### src/rtl/rlcs_pkg.sv
// ---------------------------------------------------------------------------
// rlcs_pkg
// Types, codes and helpers for the RGB LED chain serializer.
// ---------------------------------------------------------------------------
package rlcs_pkg;

  localparam int LED_COUNT_W   = 11;
  localparam int COLOUR_W      = 24;
  localparam int TICKS_W       = 16;
  localparam int BITS_PER_LED  = 24;
  localparam int CFG_INDEX_W   = 3;
  localparam int CFG_DATA_W    = 16;
  localparam int QUEUE_DEPTH   = 2;
  localparam int MAX_LEDS_DEF  = 1024;

  typedef enum logic {
    OP_TICK  = 1'b0,
    OP_START = 1'b1
  } opcode_t;

  typedef enum logic [1:0] {
    PH_IDLE,
    PH_HIGH,
    PH_LOW,
    PH_LATCH
  } phase_t;

  localparam logic [CFG_INDEX_W-1:0] REG_ZERO_HIGH = 3'd0;
  localparam logic [CFG_INDEX_W-1:0] REG_ZERO_LOW  = 3'd1;
  localparam logic [CFG_INDEX_W-1:0] REG_ONE_HIGH  = 3'd2;
  localparam logic [CFG_INDEX_W-1:0] REG_ONE_LOW   = 3'd3;
  localparam logic [CFG_INDEX_W-1:0] REG_LATCH_GAP = 3'd4;

  typedef struct packed {
    opcode_t                opcode;
    logic [7:0]             red;
    logic [7:0]             green;
    logic [7:0]             blue;
    logic [LED_COUNT_W-1:0] led_count;
  } in_word_t;

  typedef struct packed {
    logic pin_level;
    logic busy_res;
    logic frame_done;
    logic start_refused;
  } out_word_t;

  // classified command passed from front to back
  typedef struct packed {
    logic                   is_start;
    logic [COLOUR_W-1:0]    colour;
    logic [LED_COUNT_W-1:0] count;
  } cmd_t;

  function automatic logic [TICKS_W-1:0] at_least_one(input logic [TICKS_W-1:0] v);
    return (v == '0) ? TICKS_W'(1) : v;
  endfunction

endpackage

### src/rtl/rgb_led_chain_serializer.sv
// ---------------------------------------------------------------------------
// rgb_led_chain_serializer
// Single-wire RGB LED chain driver, one word in and one word out per tick.
// ---------------------------------------------------------------------------
// Each input word is either a tick (one line clock passes) or a start that
// loads a GRB colour and an LED count; every word yields exactly one result
// word with the line level and status. Sustained rate is one word per clock
// while the output side is not stalled: the front classifies a word in the
// cycle it is taken, a two-entry queue holds it, and the back timing engine
// retires one queued word per cycle into the output register, so each word
// passes through a queue entry and then the output register. Timing registers
// are written through the cfg port, one write per cycle, take effect at once,
// and should only change while no words are in flight.
module rgb_led_chain_serializer
  import rlcs_pkg::*;
#(
  parameter int MAX_LEDS = MAX_LEDS_DEF
) (
  input  logic                   clk,
  input  logic                   rst,
  input  logic                   item_valid,
  output logic                   item_ready,
  input  in_word_t               item,
  output logic                   result_valid,
  input  logic                   result_ready,
  output out_word_t              result,
  input  logic                   cfg_valid,
  output logic                   cfg_ready,
  input  logic [CFG_INDEX_W-1:0] cfg_index,
  input  logic [CFG_DATA_W-1:0]  cfg_data
);

  logic fr_valid;
  logic fr_ready;
  cmd_t fr_cmd;
  logic bk_valid;
  logic bk_ready;
  cmd_t bk_cmd;

  rlcs_front #(
    .MAX_LEDS (MAX_LEDS)
  ) u_front (
    .item_valid (item_valid),
    .item_ready (item_ready),
    .item       (item),
    .cmd_valid  (fr_valid),
    .cmd_ready  (fr_ready),
    .cmd        (fr_cmd)
  );

  rlcs_queue u_queue (
    .clk        (clk),
    .rst        (rst),
    .push_valid (fr_valid),
    .push_ready (fr_ready),
    .push_cmd   (fr_cmd),
    .pop_valid  (bk_valid),
    .pop_ready  (bk_ready),
    .pop_cmd    (bk_cmd)
  );

  rlcs_back #(
    .MAX_LEDS (MAX_LEDS)
  ) u_back (
    .clk          (clk),
    .rst          (rst),
    .cmd_valid    (bk_valid),
    .cmd_ready    (bk_ready),
    .cmd          (bk_cmd),
    .result_valid (result_valid),
    .result_ready (result_ready),
    .result       (result),
    .cfg_valid    (cfg_valid),
    .cfg_ready    (cfg_ready),
    .cfg_index    (cfg_index),
    .cfg_data     (cfg_data)
  );

endmodule

### src/rtl/rlcs_queue.sv
// ---------------------------------------------------------------------------
// rlcs_queue
// Two-entry command queue between front and back.
// ---------------------------------------------------------------------------
module rlcs_queue
  import rlcs_pkg::*;
(
  input  logic clk,
  input  logic rst,
  input  logic push_valid,
  output logic push_ready,
  input  cmd_t push_cmd,
  output logic pop_valid,
  input  logic pop_ready,
  output cmd_t pop_cmd
);

  localparam int PTR_W = $clog2(QUEUE_DEPTH);
  localparam int CNT_W = $clog2(QUEUE_DEPTH + 1);

  cmd_t             mem [QUEUE_DEPTH];
  logic [PTR_W-1:0] wr_ptr;
  logic [PTR_W-1:0] rd_ptr;
  logic [CNT_W-1:0] fill;
  logic             do_push;
  logic             do_pop;

  assign push_ready = (fill != CNT_W'(QUEUE_DEPTH));
  assign pop_valid  = (fill != '0);
  assign pop_cmd    = mem[rd_ptr];
  assign do_push    = push_valid && push_ready;
  assign do_pop     = pop_valid && pop_ready;

  always_ff @(posedge clk) begin
    if (do_push) begin
      mem[wr_ptr] <= push_cmd;
    end
  end

  always_ff @(posedge clk) begin
    if (rst) begin
      wr_ptr <= '0;
      rd_ptr <= '0;
      fill   <= '0;
    end else begin
      if (do_push) begin
        wr_ptr <= (wr_ptr == PTR_W'(QUEUE_DEPTH - 1)) ? '0 : wr_ptr + PTR_W'(1);
      end
      if (do_pop) begin
        rd_ptr <= (rd_ptr == PTR_W'(QUEUE_DEPTH - 1)) ? '0 : rd_ptr + PTR_W'(1);
      end
      if (do_push && !do_pop) begin
        fill <= fill + CNT_W'(1);
      end else if (do_pop && !do_push) begin
        fill <= fill - CNT_W'(1);
      end
    end
  end

endmodule

### src/rtl/rlcs_front.sv
// ---------------------------------------------------------------------------
// rlcs_front
// Takes input words, decodes the opcode, packs the colour in GRB order and
// clamps the LED count.
// ---------------------------------------------------------------------------
module rlcs_front
  import rlcs_pkg::*;
#(
  parameter int MAX_LEDS = MAX_LEDS_DEF
) (
  input  logic     item_valid,
  output logic     item_ready,
  input  in_word_t item,
  output logic     cmd_valid,
  input  logic     cmd_ready,
  output cmd_t     cmd
);

  logic [LED_COUNT_W-1:0] count_sat;

  always_comb begin
    if (32'(item.led_count) > MAX_LEDS) begin
      count_sat = LED_COUNT_W'(MAX_LEDS);
    end else begin
      count_sat = item.led_count;
    end
  end

  assign item_ready   = cmd_ready;
  assign cmd_valid    = item_valid;
  assign cmd.is_start = (item.opcode == OP_START);
  assign cmd.colour   = {item.green, item.red, item.blue};
  assign cmd.count    = count_sat;

endmodule

### src/rtl/rlcs_back.sv
// ---------------------------------------------------------------------------
// rlcs_back
// Line timing engine: bit phases, LED count, latch gap, timing registers and
// the output word register.
// ---------------------------------------------------------------------------
module rlcs_back
  import rlcs_pkg::*;
#(
  parameter int MAX_LEDS = MAX_LEDS_DEF
) (
  input  logic                   clk,
  input  logic                   rst,
  input  logic                   cmd_valid,
  output logic                   cmd_ready,
  input  cmd_t                   cmd,
  output logic                   result_valid,
  input  logic                   result_ready,
  output out_word_t              result,
  input  logic                   cfg_valid,
  output logic                   cfg_ready,
  input  logic [CFG_INDEX_W-1:0] cfg_index,
  input  logic [CFG_DATA_W-1:0]  cfg_data
);

  localparam int NEED_W = $clog2(MAX_LEDS + 1);
  localparam int CNT_W  = (NEED_W < LED_COUNT_W) ? NEED_W : LED_COUNT_W;
  localparam int IDX_W  = $clog2(BITS_PER_LED);

  logic [7:0]         zero_high_ticks;
  logic [7:0]         zero_low_ticks;
  logic [7:0]         one_high_ticks;
  logic [7:0]         one_low_ticks;
  logic [TICKS_W-1:0] latch_gap_ticks;

  phase_t              phase, phase_next;
  logic [COLOUR_W-1:0] colour_word, colour_word_next;
  logic [COLOUR_W-1:0] bit_shift, bit_shift_next;
  logic [IDX_W-1:0]    bit_index, bit_index_next;
  logic [CNT_W-1:0]    leds_left, leds_left_next;
  logic [TICKS_W-1:0]  phase_ticks, phase_ticks_next;

  logic                take;
  out_word_t           res;
  logic [TICKS_W-1:0]  ticks_dec;
  logic [COLOUR_W-1:0] shifted;
  logic [CNT_W-1:0]    leds_dec;
  logic [CNT_W-1:0]    start_cnt;

  function automatic logic [TICKS_W-1:0] high_len(input logic b, input logic [7:0] one_t,
                                                  input logic [7:0] zero_t);
    return at_least_one(TICKS_W'(b ? one_t : zero_t));
  endfunction

  assign cfg_ready = 1'b1;
  assign cmd_ready = !result_valid || result_ready;
  assign take      = cmd_valid && cmd_ready;
  assign ticks_dec = phase_ticks - TICKS_W'(1);
  assign shifted   = {bit_shift[COLOUR_W-2:0], 1'b0};
  assign leds_dec  = (leds_left != '0) ? leds_left - CNT_W'(1) : leds_left;
  assign start_cnt = cmd.count[CNT_W-1:0];

  always_comb begin
    phase_next       = phase;
    colour_word_next = colour_word;
    bit_shift_next   = bit_shift;
    bit_index_next   = bit_index;
    leds_left_next   = leds_left;
    phase_ticks_next = phase_ticks;
    res              = '0;
    if (take) begin
      if (cmd.is_start) begin
        res.busy_res = 1'b1;
        if (phase != PH_IDLE) begin
          res.start_refused = 1'b1;
          res.pin_level     = (phase == PH_HIGH);
        end else begin
          colour_word_next = cmd.colour;
          bit_shift_next   = cmd.colour;
          bit_index_next   = '0;
          leds_left_next   = start_cnt;
          if (start_cnt != '0) begin
            phase_next       = PH_HIGH;
            phase_ticks_next = high_len(cmd.colour[COLOUR_W-1], one_high_ticks,
                                        zero_high_ticks);
            res.pin_level    = 1'b1;
          end else begin
            phase_next       = PH_LATCH;
            phase_ticks_next = at_least_one(latch_gap_ticks);
          end
        end
      end else if (phase != PH_IDLE) begin
        res.busy_res     = 1'b1;
        res.pin_level    = (phase == PH_HIGH);
        phase_ticks_next = ticks_dec;
        if (ticks_dec == '0) begin
          case (phase)
            PH_HIGH: begin
              phase_next       = PH_LOW;
              phase_ticks_next = high_len(bit_shift[COLOUR_W-1], one_low_ticks,
                                          zero_low_ticks);
            end
            PH_LOW: begin
              if (bit_index == IDX_W'(BITS_PER_LED - 1)) begin
                // last bit of this LED: reload colour, next LED or latch
                bit_index_next = '0;
                bit_shift_next = colour_word;
                leds_left_next = leds_dec;
                if (leds_dec == '0) begin
                  phase_next       = PH_LATCH;
                  phase_ticks_next = at_least_one(latch_gap_ticks);
                end else begin
                  phase_next       = PH_HIGH;
                  phase_ticks_next = high_len(colour_word[COLOUR_W-1], one_high_ticks,
                                              zero_high_ticks);
                end
              end else begin
                bit_index_next   = bit_index + IDX_W'(1);
                bit_shift_next   = shifted;
                phase_next       = PH_HIGH;
                phase_ticks_next = high_len(shifted[COLOUR_W-1], one_high_ticks,
                                            zero_high_ticks);
              end
            end
            PH_LATCH: begin
              phase_next     = PH_IDLE;
              res.frame_done = 1'b1;
            end
            default: begin
              phase_next = PH_IDLE;
            end
          endcase
        end
      end
    end
  end

  always_ff @(posedge clk) begin
    if (rst) begin
      phase       <= PH_IDLE;
      colour_word <= '0;
      bit_shift   <= '0;
      bit_index   <= '0;
      leds_left   <= '0;
      phase_ticks <= '0;
    end else begin
      phase       <= phase_next;
      colour_word <= colour_word_next;
      bit_shift   <= bit_shift_next;
      bit_index   <= bit_index_next;
      leds_left   <= leds_left_next;
      phase_ticks <= phase_ticks_next;
    end
  end

  always_ff @(posedge clk) begin
    if (rst) begin
      zero_high_ticks <= 8'd20;
      zero_low_ticks  <= 8'd43;
      one_high_ticks  <= 8'd40;
      one_low_ticks   <= 8'd23;
      latch_gap_ticks <= 16'd4000;
    end else if (cfg_valid) begin
      case (cfg_index)
        REG_ZERO_HIGH: zero_high_ticks <= cfg_data[7:0];
        REG_ZERO_LOW:  zero_low_ticks  <= cfg_data[7:0];
        REG_ONE_HIGH:  one_high_ticks  <= cfg_data[7:0];
        REG_ONE_LOW:   one_low_ticks   <= cfg_data[7:0];
        REG_LATCH_GAP: latch_gap_ticks <= cfg_data;
        default: begin
        end
      endcase
    end
  end

  // output word register
  always_ff @(posedge clk) begin
    if (rst) begin
      result_valid <= 1'b0;
    end else if (take) begin
      result_valid <= 1'b1;
    end else if (result_ready) begin
      result_valid <= 1'b0;
    end
  end

  always_ff @(posedge clk) begin
    if (take) begin
      result <= res;
    end
  end

endmodule

### config.mk
export PLATFORM = sky130hd
export DESIGN_NAME = rgb_led_chain_serializer
export DESIGN_NICKNAME = d
export VERILOG_FILES = /design/src/rtl/rlcs_pkg.sv /design/src/rtl/rgb_led_chain_serializer.sv /design/src/rtl/rlcs_queue.sv /design/src/rtl/rlcs_front.sv /design/src/rtl/rlcs_back.sv
export SDC_FILE = /design/constraint.sdc
export NUM_CORES = 1
export LEC_CHECK = 0
export ABC_AREA = 1
export BUFFER_PORTS_ARGS = -buffer_cell sky130_fd_sc_hd__buf_2
export CAP_MARGIN = 15
export CORE_ASPECT_RATIO = 1.25
export CORE_UTILIZATION = 50
export CTS_CLUSTER_DIAMETER = 40
export DETAILED_ROUTE_END_ITERATION = 7
export PLACE_DENSITY_LB_ADDON = 0.05
export SETUP_SLACK_MARGIN = 0.05
export SLEW_MARGIN = 20
export SYNTH_ARGS = -nofsm -noshare
export SYNTH_HDL_FRONTEND = slang
export SYNTH_SLANG_ARGS = --single-unit
export TNS_END_PERCENT = 5
### constraint.sdc
create_clock -name clk -period 4.65 [get_ports clk]
set_input_delay 0.2325 -clock clk [delete_from_list [all_inputs] [get_ports clk]]
set_output_delay 0.2325 -clock clk [all_outputs]
set_load 0.005 [all_outputs]
==> results of run 1 <==
## placed cells by master, fill, tap and decap left out, types with 10 or more instances in the layout
cell	Yosys	final
a21oi_1	117	117
buf_2	6	65
buf_4	4	10
clkbuf_16	0	31
dfxtp_1	136	136
dlygate4sd3_1	0	40
edfxtp_1	76	76
ha_1	11	11
inv_1	117	117
mux2i_1	11	11
nand2_1	376	375
nand3_1	68	68
nand4_1	12	12
nor2_1	176	174
o21ai_0	156	156
## metal layers
layer / wire (um) / track usage / up-vias
met4: 642 / 0.0766 / 0
met3: 1040 / 0.0304 / 55
met1: 11600 / 0.298 / 4352
met5: 0 / 0 / -
li1: - / - / 4827
met2: 12700 / 0.434 / 179
## cell type report
| class | count | area (um2) | area share |
|---|---|---|---|
| Clock buffer | 32 | 790 | 0.0633 |
| Clock inverter | 24 | 234 | 0.0188 |
| Inverter | 125 | 469 | 0.0376 |
| Multi-Input combinational cell | 1015 | 4810 | 0.385 |
| Sequential cell | 212 | 5000 | 0.401 |
| Tap cell | 274 | 343 | 0.0275 |
| Timing Repair Buffer | 116 | 828 | 0.0664 |
## power groups by stage
stage	clock, mW	sequential [mW]	combinational, mW
finish	2.28	2.54	3.40
global route	2.40	2.59	3.87
CTS	2.32	2.54	3.38
detailed placement	0	2.58	3.34
global placement	0	2.58	3.33
floorplan	0	2.48	2.66
## synthesized netlist by cell type (5+ instances only)
| master | instances | share of area |
|---|---|---|
| nand2_1 | 376 | 0.13 |
| dfxtp_1 | 136 | 0.26 |
| edfxtp_1 | 76 | 0.22 |
| nor3_1 | 7 | 0.0033 |
| a21oi_1 | 117 | 0.055 |
| mux2i_1 | 11 | 0.010 |
| buf_2 | 6 | 0.0028 |
| buf_1 | 6 | 0.0021 |
| clkbuf_1 | 49 | 0.017 |
| nor2_2 | 8 | 0.0047 |
| a21oi_2 | 5 | 0.0041 |
| nand3_1 | 68 | 0.032 |
| o21ai_0 | 156 | 0.074 |
| xor2_1 | 8 | 0.0066 |
| nand4_1 | 12 | 0.0071 |
| o211ai_1 | 8 | 0.0057 |
| nor2_1 | 176 | 0.062 |
| inv_1 | 117 | 0.042 |
| ha_1 | 11 | 0.013 |
| nand2_2 | 5 | 0.0030 |
| inv_2 | 5 | 0.0018 |
## registers in the layout, indices dropped and copies added, names as in the netlist, named ones only
name,count
u_queue.rd_ptr,1
u_queue.mem,72
u_queue.wr_ptr,1
u_back.bit_index,5
u_back.result_valid,1
u_back.phase,2
u_back.bit_shift,24
u_back.leds_left,11
u_queue.fill,2
u_back.one_high_ticks,8
u_back.phase_ticks,16
u_back.zero_low_ticks,8
u_back.latch_gap_ticks,16
u_back.one_low_ticks,8
u_back.result,4
u_back.zero_high_ticks,8
u_back.colour_word,24
## worst reg2reg max path, stage by stage, from the launching register on
cell,delay [ns]
dfxtp_1,0.50
inv_2,0.45
nand2_1,0.09
nand2_1,0.11
buf_4,0.46
nor2_1,0.16
nor4_2,0.34
a21boi_4,0.34
buf_4,0.46
nand2_1,0.13
nand2_1,0.08
nor2_1,0.05
## logic make-up after synthesis
kind of cell,count (synthesis),synth area share
and+or+nand+nor,678,0.268
AOI/OAI and AO/OA,301,0.150
DFF,212,0.473
buffers and inverters,194,0.0738
xor gates and xnor gates,13,0.0115
adders and majority gates,11,0.0130
muxes,11,0.0104
other,1,0.000355
## final timing paths
| kind | startpoint | endpoint | slack, ns | depth (start not counted) |
|---|---|---|---|---|
| max | flop | u_back.bit_shift[2] | 1.39 | 11 |
| min | cfg_data[6] | u_back.zero_low_ticks[6] | 0.04 | 3 |
| max reg2reg | flop | u_back.bit_shift[2] | 1.39 | 11 |
| min reg2reg | u_back.colour_word[11] | u_back.colour_word[11] | 0.45 | 2 |
## repair_timing
item,CTS,global route
hold buffers,40,0
endpoints found under the hold margin,70,0
gates resized for setup,0,0
==> flow_summary.ini, run 1 <==
[synthesis]
synth_cells = 1421
synth-main-ff-cell = dfxtp_1
synth_edf_count = 76
yosysSeqAreaShare = 0.473
syn_avg_cell_area_um2 = 7.44
synthDistinctLibCells = 49
synth_seq_cells = 212
ys.warnings.count = 0
syn-cell-area_um2 = 10600
synthArstFlopShare = 0
syn_nets = 1492

[power_and_ir_drop]
power_switching_mw = 3.43
clkPwrFrac = 0.277
total_power_mw = 8.22
switching_share = 0.417
internal_power_mw = 4.80
max-vdd-ir-drop_v = 0.000416
p_per_area_nw_per_um2 = 659
p_leak_nw = 5.29
pwr-share-seq = 0.309
power_frac_comb = 0.414

[grt]
grt_max_degree = 53
grt_pass1_vias = 8703
antenna_found_initial = 0
track_usage = 0.240
overflow = 0
grt_pass1_wl_mm = 42.7

[routing]
first_pass_iters = 5
vias_per_cell = 5.24
drc = 0
drt_first_iter_violations = 679
wire_per_inst_um = 14.4
route.antenna.remaining_nets = 0
drt-total-wl_mm = 26.0
num_vias = 9413

[sta]
fin_crit_sh = 0.701
fmax_mhz = 307
min_period_ns = 3.26
rsz0062_at_grt = false
skew_ns = 0.0121
slew_headroom = 0.317
fin_ws_ns = 1.39
hold_viol = 0
hold_ws_ns = 0.0357
setup-tns-final_ns = 0
worst_pin_slew_ns = 1.02
final_max_slew_viol_count = 0
finalSetupViolCount = 0

[placed_design]
portBuffers = 65
dp_hpwl_mm = 17.5
place_ws_ns = 1.11
dpl_cell_area_um2 = 11000
dp.cells = 1701
gp_congestion = 0.917

[clock_tree]
cts-root-buf = clkbuf_16
clk_pin_slew_ns = 0.06
h-tree-depth = 1
clockBufferDepth = 3
cts_made_buffers = 30
tritoncts = yes
cts_setup_buffers = 0
cts_sinks = 212
clk_latency_ns = 0.55

[die]
rows = 59
core_um2 = 20700
die_w_um = 132
io_pins = 67
initial_utilization = 0.510
chipHeight_um = 165
die-area_um2 = 21700

[critical_path]
criticalPathCategory = flop to flop
max_stage_delay_ns = 0.50
crit_slowest_cell = dfxtp_1
path_delay_family = buffers and inverters
path_cells = inv_2 > nand2_1 > nand2_1 > buf_4 > nor2_1 > nor4_2 > a21boi_4 > buf_4 > nand2_1 > nand2_1 > nor2_1
critical_path_buf_inv_count = 3
critPathLaunchType = flop
cp_max_fo = 48
cp_data_arrival_time_ns = 3.70
cp.required_ns = 5.09
cp_common_cell = nand2_1
cp-end-kind = flop

[cells_and_area]
nNetsFinal = 1571
stdcell_count = 1798
finalInstanceArea_um2 = 12500
fill_cells = 1932
drive_above_1_share = 0.114
syn_to_final_growth_pct = 18.0
antennaDiodeCount = 0
utilization = 0.601

[worst_hold_path]
holdCritPathClass = input port to flop

[job]
maxCapViolations = 0

[outcome]
run_status = complete, no violations
Power figures use the tool's default switching activity.
==> run 2: changes to the inputs <==
clock period = 2.9 ns   (was 4.65 ns; I/O delays follow)
==> flow_summary.ini, run 2 (synthesis gave the netlist of run 1 again) <==
[critical_path]
cp-end-kind = flop
criticalPathCategory = flop to flop
cp_max_fo = 21
cp.required_ns = 3.33
path_delay_family = simple AND/OR/NAND/NOR gates
critical_path_buf_inv_count = 3
crit_slowest_cell = nand3_2
path_cells = inv_1 > ha_1 > inv_1 > nor2_1 > nand2_1 > xnor2_1 > inv_1 > nand3_1 > nor2_2 > nand2_2 > nand2_2 > nand3_2 > a21oi_1 > nor2_1
cp_data_arrival_time_ns = 2.96
max_stage_delay_ns = 0.34
critPathLaunchType = flop
cp_common_cell = inv_1

[routing]
wire_per_inst_um = 14.5
vias_per_cell = 5.10
drc = 0
drt-total-wl_mm = 26.4
drt_first_iter_violations = 521
route.antenna.remaining_nets = 0
num_vias = 9304
first_pass_iters = 4

[sta]
min_period_ns = 2.52
slew_headroom = 0.572
hold_viol = 0
fin_crit_sh = 0.870
skew_ns = 0.0191
worst_pin_slew_ns = 0.642
fmax_mhz = 396
finalSetupViolCount = 0
final_max_slew_viol_count = 0
setup-tns-final_ns = 0
rsz0062_at_grt = false

[cells_and_area]
antennaDiodeCount = 0
syn_to_final_growth_pct = 20.6
utilization = 0.615
largest_register_ffs = 72
layout_common_cells = 376 x nand2_1, 174 x nor2_1, 156 x o21ai_0
reg_top3 = u_queue.mem (72), u_back.bit_shift (24), u_back.colour_word (24)
regArea_um2 = 5000
multi_input_area_um2 = 4800
largest-register = u_queue.mem
layout_commonest_cell = nand2_1
drive_above_1_share = 0.119
fill_cells = 1909
nNetsFinal = 1595

[grt]
grt_max_degree = 56
antenna_found_initial = 0
grt_pass1_vias = 8724
track_usage = 0.243
overflow = 0
grt_pass1_wl_mm = 42.6

[clock_tree]
clk_latency_ns = 0.56
h-tree-depth = 1
cts_setup_buffers = 0
clk_pin_slew_ns = 0.06
cts-root-buf = clkbuf_16
cts_sinks = 212
cts_resized = 0
tritoncts = yes
cts_made_buffers = 31
clockBufferDepth = 3

[power_and_ir_drop]
p_per_area_nw_per_um2 = 1060
p_leak_nw = 5.42
max-vdd-ir-drop_v = 0.000705
switching_share = 0.415
power_switching_mw = 5.60
internal_power_mw = 7.87
power_frac_comb = 0.412
clkPwrFrac = 0.288
pwr-share-seq = 0.301

[placed_design]
dp_hpwl_mm = 17.8
portBuffers = 65
gp_congestion = 0.900

[die]
initial_utilization = 0.510
die_w_um = 132
die-area_um2 = 21700
rows = 59
core_um2 = 20700
chipHeight_um = 165
io_pins = 67

[job]
maxCapViolations = 0

[outcome]
run_status = complete, no violations

[worst_hold_path]
holdCritPathClass = input port to flop
run 2: cell types whose count changed in the layout (fill, tap and decap cells not counted), sizes merged:
cell / change
bufinv: +1
clkinv: -4
buf: +9
inv: +6
clkinvlp: -2
clkbuf: +1
dlygate4sd3: +14
run 2: path summary, 6_finish.rpt:
kind,startpoint,to,slack [ns],cells past startpoint
worst max-delay path,u_back.phase_ticks[0],u_back.leds_left[8],0.38,14
worst min-delay path,rst,u_queue.fill[0],0.02,2
worst max register to register,u_back.phase_ticks[0],u_back.leds_left[8],0.38,14
worst min register to register,u_back.colour_word[1],u_back.colour_word[1],0.44,2
run 2: area by class of cell:
type                       instances  share of cell area
clock buffer                      33              0.0622
clock inverter                    25              0.0232
inverter                         125              0.0368
multi-input combinational       1015               0.377
sequential                       212               0.393
tap                              274              0.0269
timing repair buffer             139              0.0816
run 2: worst register-to-register path, stage by stage (launching register included):
cell and delay [ns]:
dfxtp_1 0.33, inv_1 0.15, ha_1 0.26, inv_1 0.06
nor2_1 0.17, nand2_1 0.09, xnor2_1 0.12, inv_1 0.08
nand3_1 0.08, nor2_2 0.16, nand2_2 0.11, nand2_2 0.11
nand3_2 0.34, a21oi_1 0.28, nor2_1 0.07
run 2: routing by layer:
layer | track usage | share of wire | vias to the layer above
met5 | 0 | 0 | -
met4 | 0.0719 | 0.018 | 0
met3 | 0.0307 | 0.037 | 41
met2 | 0.438 | 0.49 | 157
met1 | 0.305 | 0.45 | 4242
li1 | - | - | 4864
run 2: metrics by stage:
step	power (mW)	setup slack, ns	hold WS, ns	std cells	cell area [um2]
final	13.5	0.378	0.0241	1823	12800
after global routing	14.5	0.0532	0.0346	1823	12800
after CTS	13.5	0.405	0.00308	1823	12800
after detailed placement	9.55	0.445	0.336	1711	11100
after global placement	9.52	0.408	0.332	1711	11100
after floorplan	8.25	0.347	0.244	1421	10600
run 2: what timing repair did:
action / in CTS / in global routing
hold endpoints to repair: 120 / 0
setup endpoints to repair: 0 / 1
hold buffers: 54 / 0
run 2: power by group through the flow:
| stage | Sequential [mW] | Combinational [mW] | Clock, mW |
|---|---|---|---|
| finish | 4.05 | 5.54 | 3.87 |
| global route | 4.12 | 6.33 | 4.06 |
| CTS | 4.05 | 5.54 | 3.94 |
| detailed placement | 4.11 | 5.45 | 0 |
| global placement | 4.10 | 5.43 | 0 |
| floorplan | 3.98 | 4.27 | 0 |
==> run 3: changes to the inputs <==
GPL_TIMING_DRIVEN = 0   (was default)
==> flow_summary.ini, run 3 (synthesis gave the netlist of run 1 again) <==
[power_and_ir_drop]
internal_power_mw = 7.98
pwr-share-seq = 0.292
max-vdd-ir-drop_v = 0.000720
power_frac_comb = 0.431
power_switching_mw = 5.71
p_per_area_nw_per_um2 = 1060
total_power_mw = 13.7
switching_share = 0.417
clkPwrFrac = 0.278
p_leak_nw = 5.47

[die]
io_pins = 67
die-area_um2 = 21700
initial_utilization = 0.510
rows = 59
core_um2 = 20700
chipHeight_um = 165
die_w_um = 132

[cells_and_area]
syn_to_final_growth_pct = 22.4
fill_cells = 1911
antennaDiodeCount = 0
largest_register_ffs = 72
reg_top3 = u_queue.mem (72), u_back.bit_shift (24), u_back.colour_word (24)
nNetsFinal = 1645
stdcell_count = 1872
layout_common_cells = 375 x nand2_1, 173 x nor2_1, 156 x o21ai_0
drive_above_1_share = 0.116
utilization = 0.624
layout_commonest_cell = nand2_1
largest-register = u_queue.mem

[worst_hold_path]
holdCritPathClass = input port to flop

[routing]
vias_per_cell = 5.14
route.antenna.remaining_nets = 0
drt_first_iter_violations = 560
first_pass_iters = 5
wire_per_inst_um = 15.5
num_vias = 9630
drt-total-wl_mm = 28.9
drc = 0

[placed_design]
dp.cells = 1761
place_ws_ns = -0.456
dp_hpwl_mm = 20.8
gp_congestion = 0.926
portBuffers = 64

[clock_tree]
cts_made_buffers = 30
h-tree-depth = 1
clk_latency_ns = 0.55
clk_pin_slew_ns = 0.06
cts-root-buf = clkbuf_16
clockBufferDepth = 3
tritoncts = yes
cts_sinks = 212

[sta]
setup-tns-final_ns = 0
slew_headroom = 0.452
rsz0062_at_grt = true
fin_ws_ns = 0.140
hold_viol = 0
skew_ns = 0.0166
worst_pin_slew_ns = 0.822
fin_crit_sh = 0.952
final_max_slew_viol_count = 0
fmax_mhz = 362
min_period_ns = 2.76
finalSetupViolCount = 0

[outcome]
run_status = complete, no violations

[critical_path]
path_cells = buf_4 > inv_4 > nand2_1 > nand2_2 > inv_2 > buf_2 > buf_4 > ha_1 > nor4_2 > a21boi_4 > buf_4 > buf_6 > nor2_1 > nor2_1
cp.required_ns = 3.38
cp_data_arrival_time_ns = 3.24
cp-end-kind = flop
cp_common_cell = buf_4
critPathLaunchType = flop
crit_slowest_cell = a21boi_4
criticalPathCategory = flop to flop
max_stage_delay_ns = 0.39
cp_max_fo = 10

[job]
maxCapViolations = 0

[grt]
track_usage = 0.268
grt_max_degree = 25
antenna_found_initial = 0
overflow = 0
grt_pass1_wl_mm = 46.1
grt_pass1_vias = 9167
## run 3: layer usage
metal | track usage | share of wire
met1 | 0.321 | 0.43
met4 | 0.0798 | 0.024
met3 | 0.0307 | 0.038
met5 | 0 | 0
met2 | 0.502 | 0.51
## run 3: cell type report
type | instances | area (um2) | area share
timing repair buffer | 121 | 916 | 0.0707
buffer | 69 | 325 | 0.0251
clock inverter | 19 | 228 | 0.0176
inverter | 125 | 472 | 0.0364
multi-input combinational | 1015 | 4820 | 0.372
tap | 274 | 343 | 0.0265
sequential | 212 | 5000 | 0.387
clock buffer | 37 | 841 | 0.0649
## run 3: metrics by stage
step / hold WS [ns] / area, um2
floorplan: 0.244 / 10600
global placement: 0.332 / 11200
detailed placement: 0.336 / 11300
CTS: 0.0204 / 12900
global route: 0.0515 / 12900
finish: 0.0350 / 12900
## run 3: what timing repair did
item / CTS / global route
resized for setup: 9 / 6
endpoints found under the hold margin: 106 / 0
pin swaps: 0 / 0
hold buffers: 54 / 0
setup buffers: 1 / 0
endpoints found under the setup margin: 77 / 62
## run 3: worst paths after layout
| kind | startpoint | depth (start not counted) | slack (ns) | endpoint |
|---|---|---|---|---|
| max | flop | 14 | 0.14 | u_back.bit_shift[7] |
| min | cfg_index[1] | 4 | 0.03 | u_back.zero_low_ticks[5] |
| max reg2reg | flop | 14 | 0.14 | u_back.bit_shift[7] |
| min reg2reg | u_back.colour_word[1] | 2 | 0.45 | u_back.colour_word[1] |
## run 3: worst max-delay path, delay by kind of cell, from the launching register on
family	cells	cell delay (ns)
buffers and inverters	7	1.14
adders and majority gates	1	0.22
and+or+nand+nor	5	0.66
AOI/OAI and AO/OA	1	0.39
DFF	1	0.29
## run 3: power groups by stage
stage | sequential [mW] | combinational (mW) | clock (mW)
floorplan | 3.98 | 4.27 | 0
global placement | 4.04 | 5.67 | 0
detailed placement | 4.04 | 5.76 | 0
CTS | 3.99 | 5.89 | 3.86
global route | 4.05 | 6.63 | 3.99
finish | 3.99 | 5.90 | 3.80
